--- config.mk ---
export PLATFORM = sky130hd
export DESIGN_NAME = ipv6_address_to_text_unit_flat
export DESIGN_NICKNAME = d
export VERILOG_FILES = /design/src/ipv6t_pkg.sv /design/src/ipv6t_addr_if.sv /design/src/ipv6t_text_if.sv /design/src/ipv6t_front.sv /design/src/ipv6t_queue.sv /design/src/ipv6t_back.sv /design/src/ipv6_address_to_text_unit.sv /design/src/flat_wrapper.sv
export SDC_FILE = /design/constraint.sdc
export NUM_CORES = 1
export LEC_CHECK = 0
export BUFFER_PORTS_ARGS = -buffer_cell sky130_fd_sc_hd__buf_2
export CORE_ASPECT_RATIO = 1.2
export CORE_UTILIZATION = 52
export DETAILED_ROUTE_END_ITERATION = 16
export PLACE_DENSITY = 0.71
export SETUP_SLACK_MARGIN = 0.3
export SYNTH_ARGS = -nofsm -noshare
export SYNTH_HDL_FRONTEND = slang
export SYNTH_SLANG_ARGS = --single-unit
--- constraint.sdc ---
create_clock -name clk -period 12.1 [get_ports clk]
set_input_delay 2.42 -clock clk [delete_from_list [all_inputs] [get_ports clk]]
set_output_delay 2.42 -clock clk [all_outputs]
set_load 0.05 [all_outputs]
--- src/ipv6t_pkg.sv ---
`default_nettype none

package ipv6t_pkg;

	// depth of the queue between classifier and text sequencer
	localparam int QueueDepth = 2;

	// ascii codes used by the text sequencer
	localparam logic [7:0] CH_COLON = 8'h3a;
	localparam logic [7:0] CH_DOT   = 8'h2e;
	localparam logic [7:0] CH_ZERO  = 8'h30;
	localparam logic [7:0] CH_HEXA  = 8'h57;

	localparam logic [3:0] GroupCount = 4'd8;

	// one classified address waiting for text output
	typedef struct packed {
		logic [63:0] hi;
		logic [63:0] lo;
		logic        has_run;
		logic [2:0]  run_base;
		logic [3:0]  run_end;
		logic        dotted;
	} entry_t;

	// 16-bit group g of the address, group 0 most significant
	function automatic logic [15:0] group_of(input logic [127:0] a, input logic [2:0] g);
		logic [6:0] lsb;
		lsb = {~g, 4'b0000};
		return a[lsb +: 16];
	endfunction

	// index of the most significant nonzero nibble, 0 for a zero group
	function automatic logic [1:0] first_nibble(input logic [15:0] v);
		logic [1:0] r;
		if (v[15:12] != 4'h0) r = 2'd3;
		else if (v[11:8] != 4'h0) r = 2'd2;
		else if (v[7:4] != 4'h0) r = 2'd1;
		else r = 2'd0;
		return r;
	endfunction

	// lowercase hex digit
	function automatic logic [7:0] hex_char(input logic [3:0] d);
		logic [7:0] r;
		if (d < 4'd10) r = CH_ZERO + {4'b0000, d};
		else r = CH_HEXA + {4'b0000, d};
		return r;
	endfunction

	// index of the leading decimal digit of a byte
	function automatic logic [1:0] dec_start(input logic [7:0] v);
		logic [1:0] r;
		if (v >= 8'd100) r = 2'd2;
		else if (v >= 8'd10) r = 2'd1;
		else r = 2'd0;
		return r;
	endfunction

endpackage

`default_nettype wire

--- src/ipv6t_addr_if.sv ---
`default_nettype none

interface ipv6t_addr_if;
	logic        valid;
	logic        ready;
	logic [63:0] addr_high;
	logic [63:0] addr_low;

	modport source(output valid, output addr_high, output addr_low, input ready);
	modport sink(input valid, input addr_high, input addr_low, output ready);
endinterface

`default_nettype wire

--- src/ipv6t_text_if.sv ---
`default_nettype none

interface ipv6t_text_if;
	logic       valid;
	logic       ready;
	logic [7:0] char_code;
	logic       is_last;

	modport source(output valid, output char_code, output is_last, input ready);
	modport sink(input valid, input char_code, input is_last, output ready);
endinterface

`default_nettype wire

--- src/ipv6t_front.sv ---
`default_nettype none

module ipv6t_front import ipv6t_pkg::*; (
	ipv6t_addr_if.sink addr,
	output logic       push_valid,
	input  logic       push_ready,
	output entry_t     push_data
);

	logic [127:0] full_addr;
	logic [3:0]   best_len;
	logic [2:0]   best_base;
	logic [3:0]   cur_len;
	logic [2:0]   cur_base;
	logic [15:0]  grp;

	assign full_addr = {addr.addr_high, addr.addr_low};

	// longest run of zero groups, first run wins a tie
	always_comb begin
		best_len  = 4'd0;
		best_base = 3'd0;
		cur_len   = 4'd0;
		cur_base  = 3'd0;
		grp       = 16'h0000;
		for (int i = 0; i < 8; i++) begin
			grp = group_of(full_addr, 3'(i));
			if (grp == 16'h0000) begin
				if (cur_len == 4'd0) begin
					cur_base = 3'(i);
				end
				cur_len = cur_len + 4'd1;
			end else begin
				if (cur_len > best_len) begin
					best_len  = cur_len;
					best_base = cur_base;
				end
				cur_len = 4'd0;
			end
		end
		if (cur_len > best_len) begin
			best_len  = cur_len;
			best_base = cur_base;
		end
	end

	// classified entry into the queue
	always_comb begin
		push_data.hi       = addr.addr_high;
		push_data.lo       = addr.addr_low;
		push_data.has_run  = (best_len >= 4'd2);
		push_data.run_base = best_base;
		push_data.run_end  = {1'b0, best_base} + best_len;
		push_data.dotted   = (best_len >= 4'd2) && (best_base == 3'd0) &&
		                     ((best_len == 4'd6) ||
		                      ((best_len == 4'd5) && (addr.addr_low[47:32] == 16'hffff)));
	end

	assign push_valid = addr.valid;
	assign addr.ready = push_ready;

endmodule

`default_nettype wire

--- src/ipv6t_queue.sv ---
`default_nettype none

module ipv6t_queue import ipv6t_pkg::*; (
	input  logic   clk,
	input  logic   arst_n,
	input  logic   push_valid,
	output logic   push_ready,
	input  entry_t push_data,
	output logic   pop_valid,
	input  logic   pop_ready,
	output entry_t pop_data
);

	localparam int PtrW = (QueueDepth > 1) ? $clog2(QueueDepth) : 1;
	localparam int CntW = $clog2(QueueDepth + 1);

	entry_t          mem_q [QueueDepth];
	logic [PtrW-1:0] wr_ptr_q;
	logic [PtrW-1:0] rd_ptr_q;
	logic [CntW-1:0] count_q;
	logic            do_push;
	logic            do_pop;

	assign push_ready = (count_q != CntW'(QueueDepth));
	assign pop_valid  = (count_q != '0);
	assign pop_data   = mem_q[rd_ptr_q];
	assign do_push    = push_valid && push_ready;
	assign do_pop     = pop_valid && pop_ready;

	// entry storage
	always_ff @(posedge clk) begin
		if (do_push) begin
			mem_q[wr_ptr_q] <= push_data;
		end
	end

	// pointers and fill count
	always_ff @(posedge clk or negedge arst_n) begin
		if (!arst_n) begin
			wr_ptr_q <= '0;
			rd_ptr_q <= '0;
			count_q  <= '0;
		end else begin
			if (do_push) begin
				wr_ptr_q <= (wr_ptr_q == PtrW'(QueueDepth - 1)) ? '0 : wr_ptr_q + PtrW'(1);
			end
			if (do_pop) begin
				rd_ptr_q <= (rd_ptr_q == PtrW'(QueueDepth - 1)) ? '0 : rd_ptr_q + PtrW'(1);
			end
			if (do_push && !do_pop) begin
				count_q <= count_q + CntW'(1);
			end else if (do_pop && !do_push) begin
				count_q <= count_q - CntW'(1);
			end
		end
	end

endmodule

`default_nettype wire

--- src/ipv6t_back.sv ---
`default_nettype none

module ipv6t_back import ipv6t_pkg::*; (
	input  logic         clk,
	input  logic         arst_n,
	input  logic         head_valid,
	input  entry_t       head,
	output logic         pop,
	ipv6t_text_if.source text
);

	localparam logic [2:0] ST_INIT = 3'd0;
	localparam logic [2:0] ST_SEP  = 3'd1;
	localparam logic [2:0] ST_HEX  = 3'd2;
	localparam logic [2:0] ST_RUN  = 3'd3;
	localparam logic [2:0] ST_DEC  = 3'd4;
	localparam logic [2:0] ST_DOT  = 3'd5;
	localparam logic [2:0] ST_TAIL = 3'd6;

	logic [2:0]   state_q;
	logic [2:0]   grp_q;
	logic [1:0]   nib_q;
	logic [1:0]   byte_q;
	logic [1:0]   dig_q;
	logic         out_valid_q;
	logic [7:0]   out_char_q;
	logic         out_last_q;

	logic [127:0] full_addr;
	logic [15:0]  cur_grp;
	logic [2:0]   st;
	logic [1:0]   nib;
	logic [3:0]   nib_val;
	logic [2:0]   grp_inc;
	logic [2:0]   enter_st;
	logic [7:0]   byte_val;
	logic [1:0]   hund;
	logic [7:0]   rem8;
	logic [6:0]   rem;
	logic [14:0]  prod;
	logic [3:0]   tens;
	logic [6:0]   ones7;
	logic [3:0]   digit;
	logic         adv;

	logic [7:0]   ch;
	logic         last;
	logic [2:0]   st_nx;
	logic [2:0]   grp_nx;
	logic [1:0]   nib_nx;
	logic [1:0]   byte_nx;
	logic [1:0]   dig_nx;

	assign full_addr = {head.hi, head.lo};
	assign cur_grp   = group_of(full_addr, grp_q);

	// the first character of an address acts as a run or a hex state
	always_comb begin
		if (state_q == ST_INIT) begin
			st  = (head.has_run && (head.run_base == 3'd0)) ? ST_RUN : ST_HEX;
			nib = first_nibble(cur_grp);
		end else begin
			st  = state_q;
			nib = nib_q;
		end
	end

	assign nib_val  = cur_grp[{nib, 2'b00} +: 4];
	assign grp_inc  = grp_q + 3'd1;
	assign enter_st = (head.has_run && (grp_inc == head.run_base)) ? ST_RUN : ST_SEP;

	// decimal digits of the current byte of the dotted tail
	assign byte_val = head.lo[{~byte_q, 3'b000} +: 8];
	always_comb begin
		if (byte_val >= 8'd200) hund = 2'd2;
		else if (byte_val >= 8'd100) hund = 2'd1;
		else hund = 2'd0;
	end
	assign rem8  = byte_val - 8'({6'b0, hund} * 8'd100);
	assign rem   = rem8[6:0];
	assign prod  = {8'b0, rem} * 15'd205;
	assign tens  = prod[14:11];
	assign ones7 = rem - 7'({3'b0, tens} * 7'd10);

	always_comb begin
		case (dig_q)
			2'd2:    digit = {2'b00, hund};
			2'd1:    digit = tens;
			default: digit = ones7[3:0];
		endcase
	end

	// character sequencer
	always_comb begin
		ch      = CH_COLON;
		last    = 1'b0;
		st_nx   = st;
		grp_nx  = grp_q;
		nib_nx  = nib;
		byte_nx = byte_q;
		dig_nx  = dig_q;
		case (st)
			ST_RUN: begin
				ch = CH_COLON;
				if (head.run_end == GroupCount) begin
					st_nx = ST_TAIL;
				end else begin
					st_nx  = ST_SEP;
					grp_nx = head.run_end[2:0];
				end
			end
			ST_TAIL: begin
				ch   = CH_COLON;
				last = 1'b1;
			end
			ST_SEP: begin
				ch = CH_COLON;
				if (head.dotted && (grp_q == 3'd6)) begin
					st_nx  = ST_DEC;
					dig_nx = dec_start(head.lo[31:24]);
				end else begin
					st_nx  = ST_HEX;
					nib_nx = first_nibble(cur_grp);
				end
			end
			ST_HEX: begin
				ch = hex_char(nib_val);
				if (nib == 2'd0) begin
					if (grp_q == 3'd7) begin
						last = 1'b1;
					end else begin
						grp_nx = grp_inc;
						st_nx  = enter_st;
					end
				end else begin
					nib_nx = nib - 2'd1;
				end
			end
			ST_DEC: begin
				ch = CH_ZERO + {4'b0000, digit};
				if (dig_q == 2'd0) begin
					if (byte_q == 2'd3) begin
						last = 1'b1;
					end else begin
						st_nx   = ST_DOT;
						byte_nx = byte_q + 2'd1;
					end
				end else begin
					dig_nx = dig_q - 2'd1;
				end
			end
			ST_DOT: begin
				ch     = CH_DOT;
				st_nx  = ST_DEC;
				dig_nx = dec_start(byte_val);
			end
			default: begin
				ch = CH_COLON;
			end
		endcase
	end

	assign adv = head_valid && (!out_valid_q || text.ready);
	assign pop = adv && last;

	// sequencer state
	always_ff @(posedge clk or negedge arst_n) begin
		if (!arst_n) begin
			state_q <= ST_INIT;
			grp_q   <= 3'd0;
			nib_q   <= 2'd0;
			byte_q  <= 2'd0;
			dig_q   <= 2'd0;
		end else if (adv) begin
			if (last) begin
				state_q <= ST_INIT;
				grp_q   <= 3'd0;
				byte_q  <= 2'd0;
			end else begin
				state_q <= st_nx;
				grp_q   <= grp_nx;
				byte_q  <= byte_nx;
			end
			nib_q <= nib_nx;
			dig_q <= dig_nx;
		end
	end

	// output register
	always_ff @(posedge clk or negedge arst_n) begin
		if (!arst_n) begin
			out_valid_q <= 1'b0;
		end else if (adv) begin
			out_valid_q <= 1'b1;
		end else if (text.ready) begin
			out_valid_q <= 1'b0;
		end
	end

	always_ff @(posedge clk) begin
		if (adv) begin
			out_char_q <= ch;
			out_last_q <= last;
		end
	end

	assign text.valid     = out_valid_q;
	assign text.char_code = out_char_q;
	assign text.is_last   = out_last_q;

endmodule

`default_nettype wire

--- src/ipv6_address_to_text_unit.sv ---
// channel  dir  payload                          transfer when
// addr     in   addr_high[63:0], addr_low[63:0]  addr.valid && addr.ready
// text     out  char_code[7:0], is_last          text.valid && text.ready
//
// one character leaves per cycle while the text channel is ready; the text of
// an address has 2 to 39 characters, set by the single character sequencer
// a two-entry queue holds classified addresses, so input is taken while
// text of an earlier address is still being sent
// arst_n clears queue, sequencer and output valid; a stalled text holds
`default_nettype none

module ipv6_address_to_text_unit import ipv6t_pkg::*; (
	input  logic         clk,
	input  logic         arst_n,
	ipv6t_addr_if.sink   addr,
	ipv6t_text_if.source text
);

	logic   push_valid;
	logic   push_ready;
	entry_t push_data;
	logic   head_valid;
	entry_t head;
	logic   pop;

	// classify the zero run of each address
	ipv6t_front u_front (
		.addr       (addr),
		.push_valid (push_valid),
		.push_ready (push_ready),
		.push_data  (push_data)
	);

	// decouple classification from text output
	ipv6t_queue u_queue (
		.clk        (clk),
		.arst_n     (arst_n),
		.push_valid (push_valid),
		.push_ready (push_ready),
		.push_data  (push_data),
		.pop_valid  (head_valid),
		.pop_ready  (pop),
		.pop_data   (head)
	);

	// emit text one character per cycle while the text channel is ready
	ipv6t_back u_back (
		.clk        (clk),
		.arst_n     (arst_n),
		.head_valid (head_valid),
		.head       (head),
		.pop        (pop),
		.text       (text)
	);

endmodule

`default_nettype wire

--- src/flat_wrapper.sv ---
// flat-port wrapper written by rule: the top's interface ports become plain ports
module ipv6_address_to_text_unit_flat import ipv6t_pkg::*;
  (clk, arst_n, addr_valid, addr_addr_high, addr_addr_low, addr_ready, text_valid, text_char_code, text_is_last, text_ready);
  ipv6t_addr_if addr_i ();
  ipv6t_text_if text_i ();
  input  logic clk;
  input  logic arst_n;
  input wire logic [$bits(addr_i.valid)-1:0] addr_valid;
  input wire logic [$bits(addr_i.addr_high)-1:0] addr_addr_high;
  input wire logic [$bits(addr_i.addr_low)-1:0] addr_addr_low;
  output wire logic [$bits(addr_i.ready)-1:0] addr_ready;
  output wire logic [$bits(text_i.valid)-1:0] text_valid;
  output wire logic [$bits(text_i.char_code)-1:0] text_char_code;
  output wire logic [$bits(text_i.is_last)-1:0] text_is_last;
  input wire logic [$bits(text_i.ready)-1:0] text_ready;
  assign addr_i.valid = addr_valid;
  assign addr_i.addr_high = addr_addr_high;
  assign addr_i.addr_low = addr_addr_low;
  assign addr_ready = addr_i.ready;
  assign text_valid = text_i.valid;
  assign text_char_code = text_i.char_code;
  assign text_is_last = text_i.is_last;
  assign text_i.ready = text_ready;
  ipv6_address_to_text_unit u_core (.clk(clk), .arst_n(arst_n), .addr(addr_i), .text(text_i));
endmodule
==> reports/summary.txt, run 1 <==
Critical Path Sink Type: register
Synth Net Count: 1365
Critical Path AT: 11990 ps
Hold Fails Final Rpt: 0
CTS tree: yes
Setup Slack @ Placement: -185 ps
Most frequent cells in the layout: edfxtp_1, buf_2, nand2_1
Vias in the first global route: 11100
Worst setup path startpoint: addr_addr_high[47]
Largest stage delay, worst path: 530 ps
Yosys top cell area share: 52.9%
Share of post-route cells with drive strength above 1: 32.8%
Period utilization: 96.5%
CTS Hold Bufs: 0
Chip Width: 162 µm
CTS Buf Count: 30
Worst Path Max Fanout: 6
Status: finished clean
Clock Skews: 48.6 ps
Synth Flop Type: edfxtp_1
CP max stage cell: fa_2
Least-Margin Pin Slew: 1070 ps
DPL Wire Length: 30700 µm
Fillers: 2222
RSZ-0062 raised after global routing: true
Vias per std cell: 6.19
WL/cell: 23.4 µm
# IOs: 143
DIE HEIGHT: 194 µm
Maxcap violations: 0
Cell variety after synth: 85
Critical Path RT: 12410 ps
Root buf cell: clkbuf_16
CTS Sinks: 299
GRT Overall Usage: 26.4%
GRT met1 Usage: 33.7%
Port Buffers: 141
DRT Wirelength: 41300 µm
Skew-Pair Late Insertion Delay: 600 ps
Gr ovfl total: 0
Total Die Area: 31500 µm²
Final Setup Violations: 0
Most common cell after layout, fill and taps aside: edfxtp_1
Largest net degree at the start of global routing: 61
First-pass GRT wire length: 62200 µm
Area growth from synthesis to layout: 18.9%
Post-synthesis sequential area ratio: 55.6%
CORE AREA: 30400 µm²
Critical path class: in -> reg
Met3 Use GR: 3.91%
Final worst slack: 419 ps
Syn_area_per_cell: 14.1 µm²
# nets final: 1570
Most Crowded Layer GR: met2
First DRT Iteration DRCs: 919
M2 GR Usage: 44.6%
Vias: 10900
Final TNS setup: 0 ps
Final slew viol count: 0
Clk buf depth: 3
Antenna violations before repair: 3
Main area contributors after synthesis: edfxtp_1, mux4_2, ha_1
Ys async rst share: 5.69%
#FFs+latches synth: 299
Mapped Area: 16000 µm²
Hold Startpoint: u_core.u_back.text.valid$_DFFE_PN0P_
Area leader, netlist: edfxtp_1
Ys Warns: 0
Hold Path Class: reg -> reg
Clock Pin Slew Worst Setup and Hold Paths: 60 ps
Hold WS: 498 ps
Final ANT Viol Nets: 0
Worst setup SP type: primary input
DR DRC count: 0
Core Rows: 70
Fmax: 85.6 MHz
Post-synth EDFFs: 282
Routability cong.: 0.944
RR Startpoint: u_core.u_queue.rd_ptr_q$_DFFE_PN0P_
Initial Util: 52.6%
Period minus WS final: 11680 ps
DR pass1 iterations: 6
H-Tree Depth: 1
Relative slew slack: 28.0%
Syn Inst Count: 1137
-- final cells by class --
type / instances / area (µm²) / area share, %
inverters: 62 / 235 / 1.24
clock inverters: 10 / 125 / 0.658
diodes: 3 / 7.51 / 0.0395
clock buffers: 44 / 813 / 4.27
repair buffers: 216 / 1300 / 6.83
multi-input cells: 733 / 7150 / 37.6
flip-flops and latches: 299 / 8900 / 46.8
well taps: 396 / 495 / 2.60
-- timing repair --
item / 4_1_cts / 5_1_grt
endpoints found under the setup margin: 0 / 18
gates resized for setup: 0 / 72
setup buffers: 0 / 10
-- kinds of logic (layout without fill, tap and decap cells) --
logic type	after synthesis	count (layout)	share of synthesized area [%]
AOI/OAI and AO/OA	187	187	8.17
other	2	5	0.0469
DFF	299	299	55.6
and+or+nand+nor	307	307	10.1
buffers and inverters	105	332	2.87
xor gates and xnor gates	29	29	1.63
adders and majority gates	96	96	8.03
muxes	112	112	13.6
-- through the flow --
step                      instances  cell area [µm²]  utilization [%]
after floorplan                1137            16200                -
after global placement         1696            17600             58.0
after detailed placement       1696            17600             58.0
after CTS                      1750            18600             61.1
after global routing           1761            19000             62.6
final                          1763            19000             62.6
-- worst max-delay path, delay by kind of cell --
kind | cells | cell delay, ps
buffers and inverters | 7 | 610
AND/OR/NAND/NOR | 18 | 2460
adder cells (fa/ha/maj) | 9 | 2470
AO/OA/AOI/OAI | 25 | 4010
-- final timing paths --
kind                       cells after the start                                   endpoint  slack [ps]
min                                            2       u_core.u_back.text.valid$_DFFE_PN0P_         500
max in group asynchronous                      1        u_core.u_queue.rd_ptr_q$_DFFE_PN0P_        9970
max                                           59       u_core.u_queue.mem_q[1][2]$_DFFE_PP_         420
min reg2reg                                    2       u_core.u_back.text.valid$_DFFE_PN0P_         500
min in group asynchronous                      1       u_core.u_back.text.valid$_DFFE_PN0P_        1800
max reg2reg                                   30  u_core.u_back.text.char_code[3]$_DFFE_PP_        3620
-- cell usage after synthesis (all sizes together), types with 3 or more instances --
| master | n |
|---|---|
| a2111oi | 3 |
| a211o | 3 |
| a211oi | 4 |
| a21boi | 3 |
| a21oi | 35 |
| a221oi | 6 |
| a22oi | 26 |
| a311oi | 3 |
| a31oi | 14 |
| and2 | 5 |
| and3 | 4 |
| and4 | 6 |
| buf | 23 |
| clkbuf | 20 |
| dfrtp | 17 |
| edfxtp | 282 |
| fa | 11 |
| ha | 85 |
| inv | 61 |
| mux2 | 9 |
| mux2i | 20 |
| mux4 | 83 |
| nand2 | 86 |
| nand2b | 11 |
| nand3 | 17 |
| nand4 | 16 |
| nor2 | 63 |
| nor2b | 16 |
| nor3 | 19 |
| nor4 | 41 |
| o211ai | 5 |
| o21a | 6 |
| o21ai | 38 |
| o22ai | 5 |
| o311ai | 4 |
| o31ai | 8 |
| or2 | 4 |
| or3 | 7 |
| or4 | 3 |
| xnor2 | 21 |
| xor2 | 8 |
-- layer usage --
| metal | share of wire (%) | vias to the layer above |
|---|---|---|
| met5 | 0 | - |
| met1 | 39 | 5473 |
| met2 | 50 | 437 |
| met3 | 6.9 | 85 |
| li1 | - | 4923 |
| met4 | 4.1 | 0 |
-- sequential cells by signal, indices dropped and copies added (netlist names), 2 cells and up --
register	count
u_core.u_queue.mem_q	274
u_core.u_back.text.char_code	7
u_core.u_back.grp_q	3
u_core.u_back.state_q	3
u_core.u_back.byte_q	2
u_core.u_back.dig_q	2
u_core.u_back.nib_q	2
u_core.u_queue.count_q	2
Power of run 1 is not shown: default switching activity piles up to over one toggle a cycle in this logic, so the estimate is an artifact.
==> inputs of run 2 (changes only) <==
--- a/config.mk
+++ b/config.mk
@@ -5,12 +5,13 @@
 export SDC_FILE = /design/constraint.sdc
 export NUM_CORES = 1
 export LEC_CHECK = 0
+export ABC_AREA = 1
 export BUFFER_PORTS_ARGS = -buffer_cell sky130_fd_sc_hd__buf_2
 export CORE_ASPECT_RATIO = 1.2
 export CORE_UTILIZATION = 52
 export DETAILED_ROUTE_END_ITERATION = 16
 export PLACE_DENSITY = 0.71
-export SETUP_SLACK_MARGIN = 0.3
+export SETUP_SLACK_MARGIN = 0.05
 export SYNTH_ARGS = -nofsm -noshare
 export SYNTH_HDL_FRONTEND = slang
 export SYNTH_SLANG_ARGS = --single-unit
==> run 2 against run 1 <==
  * Non-clock buffer count shrank 46
  * Synthesized cell count up 53%
  * Utilization down 2.6 points
  * Worst hold slack worse by 6.2 ps
  * First-iteration DRC count is 16% higher
  * Critical path depth rose by 1
  * Clock skew fell by 23 ps
  * Clock-buffer cell count fell by 2
  * Routed wire length rose by 2.9%
  * Register-to-register slack got worse by 270 ps
  * Final area down 3.1%
==> reports/summary.txt, run 2 <==
Status: finished clean
Total Die Area: 32300 µm² (+2.6%)
Share of post-route cells with drive strength above 1: 13.6% (-19 points)
First DRT Iteration DRCs: 1066 (+16%)
Post-synthesis sequential area ratio: 54.2% (-1.4 points)
Relative slew slack: 29.7% (+1.7 points)
Post-synth EDFFs: 282 (unchanged)
Final ANT Viol Nets: 0 (unchanged)
Flop-to-flop setup slack: 3350 ps (-270 ps)
Final Setup Violations: 0 (unchanged)
R2r endpoint: u_core.u_back.text.char_code[3]$_DFFE_PP_
Final instance area: 18400 µm² (-3.1%)
Period utilization: 92.5% (-4.1 points)
Clock Pin Slew Worst Setup and Hold Paths: 60 ps (about the same)
#FFs+latches synth: 299 (unchanged)
Clk buf depth: 3 (unchanged)
Main area contributors after synthesis: edfxtp_1, nand2_1, ha_1
Critical Path RT: 12400 ps (about the same)
Hold Startpoint: u_core.u_queue.count_q[0]$_DFFE_PN0P_
Largest Register: u_core.u_queue.mem_q
Hold Path Class: reg -> reg
Fillers: 2615 (+18%)
Syn Inst Count: 1736 (+53%)
WL/cell: 18.5 µm (-21%)
R2R depth: 41 (+37%)
Port Buffers: 141 (unchanged)
Area growth from synthesis to layout: 12.3%
Worst Path Max Fanout: 7 (+1)
DR pass1 iterations: 6 (unchanged)
CTS tree: yes
Vias per std cell: 5.63 (-9.1%)
GRT Overall Usage: 26.9% (+0.53 points)
Most frequent cells in the layout: nand2_1, edfxtp_1, nor2_1
CTS Hold Bufs: 0 (unchanged)
Critical Path Sink Type: register
Initial Util: 53.4% (+0.76 points)
Vias: 12900 (+19%)
RR Startpoint: u_core.u_queue.rd_ptr_q$_DFFE_PN0P_
CP top delay family: simple AND/OR/NAND/NOR gates
Hold Fails Final Rpt: 0 (unchanged)
Largest stage delay, worst path: 530 ps (about the same)
DRT Wirelength: 42500 µm (+2.9%)
Least-Margin Pin Slew: 1050 ps (-15.4 ps)
Core Rows: 70 (unchanged)
Maxcap violations: 0 (unchanged)
Largest net degree at the start of global routing: 87 (+43%)
# IOs: 143 (unchanged)
# nets final: 2104 (+34%)
Ys async rst share: 5.69% (unchanged)
CORE AREA: 30700 µm² (+1.2%)
First-pass GRT wire length: 67200 µm (+8.0%)
Setup Slack @ Placement: -285 ps (-99.6 ps)
CP max stage cell: nor4_4
Root buf cell: clkbuf_16
Ys Warns: 0 (unchanged)
H-Tree Depth: 1 (unchanged)
Post-synth top cells: nand2_1, edfxtp_1, nor2_1, inv_1, nand3_1
Hold depth: 1 (-1)
RSZ-0062 raised after global routing: false
Yosys top cell area share: 51.6% (-1.3 points)
Vias in the first global route: 12700 (+15%)
Synth Net Count: 1964 (+44%)
Antenna violations before repair: 3 (unchanged)
DPL Wire Length: 30500 µm (-0.66%)
CTS Sinks: 299 (unchanged)
Skew-Pair Late Insertion Delay: 570 ps (-30 ps)
Most common cell after layout, fill and taps aside: nand2_1
Synth Flop Type: edfxtp_1
Final slew viol count: 0 (unchanged)
Final worst slack: 912 ps (+492 ps)
DIE HEIGHT: 197 µm (+1.3%)
Critical Path AT: 11480 ps (-510 ps)
Routability cong.: 0.928 (-1.7%)
Hold EP: u_core.u_queue.count_q[0]$_DFFE_PN0P_
Area leader, netlist: edfxtp_1
Chip Width: 164 µm (+1.3%)
Max reg flops: 274 (unchanged)
CP Buf/Inv Count: 15 (+8)
Period minus WS final: 11190 ps (-492 ps)
Top-count cell post-synth: nand2_1
Clock Skews: 25.1 ps (-23.4 ps)
Mapped Area: 16400 µm² (+2.6%)
Placed Area: 17500 µm² (-0.79%)
Worst setup SP type: primary input
CTS Buf Count: 29 (-3.3%)
Syn_area_per_cell: 9.45 µm² (-33%)
Cell variety after synth: 57 (-33%)
Critical path class: in -> reg
DR DRC count: 0 (unchanged)
Gr ovfl total: 0 (unchanged)
Fmax: 89.4 MHz (+4.4%)
[run 2: area by class of cell]
type	instances	area [µm²]	area share, %
clock buffer	42	805	4.36
multi-input combinational	1213	6600	35.8
timing repair buffer	170	923	5.01
sequential	299	8900	48.3
antenna	3	7.51	0.0407
clock inverter	12	96.3	0.523
inverter	163	614	3.33
tap	396	495	2.69
[run 2: cell families (layout without fill, tap and decap cells)]
| kind of cell | Yosys count | after routing | share of synthesized area [%] |
|---|---|---|---|
| AO/OA/AOI/OAI | 238 | 238 | 8.29 |
| flip-flops | 299 | 299 | 54.2 |
| buffers and inverters | 224 | 387 | 5.85 |
| AND/OR/NAND/NOR | 859 | 859 | 22.8 |
| XOR/XNOR | 13 | 13 | 0.694 |
| multiplexers | 5 | 5 | 0.305 |
| adder cells (fa/ha/maj) | 96 | 96 | 7.82 |
| other | 2 | 5 | 0.0458 |
[run 2: worst max path at each step]
stage	depth (start not counted)	startpoint	slack [ps]	to
floorplan	59	addr_addr_high[49]	1790	u_core.u_queue.mem_q[0][3]$_DFFE_PP_
global placement	60	addr_addr_high[49]	-50	u_core.u_queue.mem_q[0][4]$_DFFE_PP_
detailed placement	59	addr_addr_high[49]	-280	u_core.u_queue.mem_q[1][3]$_DFFE_PP_
CTS	59	addr_addr_high[49]	270	u_core.u_queue.mem_q[0][3]$_DFFE_PP_
global route	63	addr_addr_high[49]	60	u_core.u_queue.mem_q[1][3]$_DFFE_PP_
finish	60	addr_addr_high[33]	910	u_core.u_queue.mem_q[0][3]$_DFFE_PP_
[run 2: stage by stage]
step                      cells  utilization [%]  hold slack [ps]  setup TNS [ps]
after global placement     2240             56.9              465            -205
after global routing       2298             60.0              514               0
final                      2298             60.0              492               0
after detailed placement   2240             56.9              478           -1530
after CTS                  2294             59.9              490               0
after floorplan            1736                -              446               0
[run 2: what timing repair did]
| item | CTS | global route |
|---|---|---|
| endpoints found under the setup margin | 0 | 12 |
| gates resized for setup | 0 | 3 |
| setup buffers | 0 | 1 |
[run 2: worst reg2reg max path: cells and delay by family (launching register included)]
kind | cells | cell delay (ps)
AOI/OAI and AO/OA | 4 | 720
xor gates and xnor gates | 2 | 530
adders and majority gates | 8 | 2900
buffers and inverters | 6 | 1640
DFF | 1 | 740
and+or+nand+nor | 21 | 1970
[run 2: routing by layer]
layer  wire (µm)  share of wire [%]  track usage [%]
met1       16900                 40             33.1
met2       20900                 49             46.6
met3        2750                6.5             3.72
met4        1960                4.6             12.3
met5           0                  0                0
Power of run 2 is left out for the same reason.
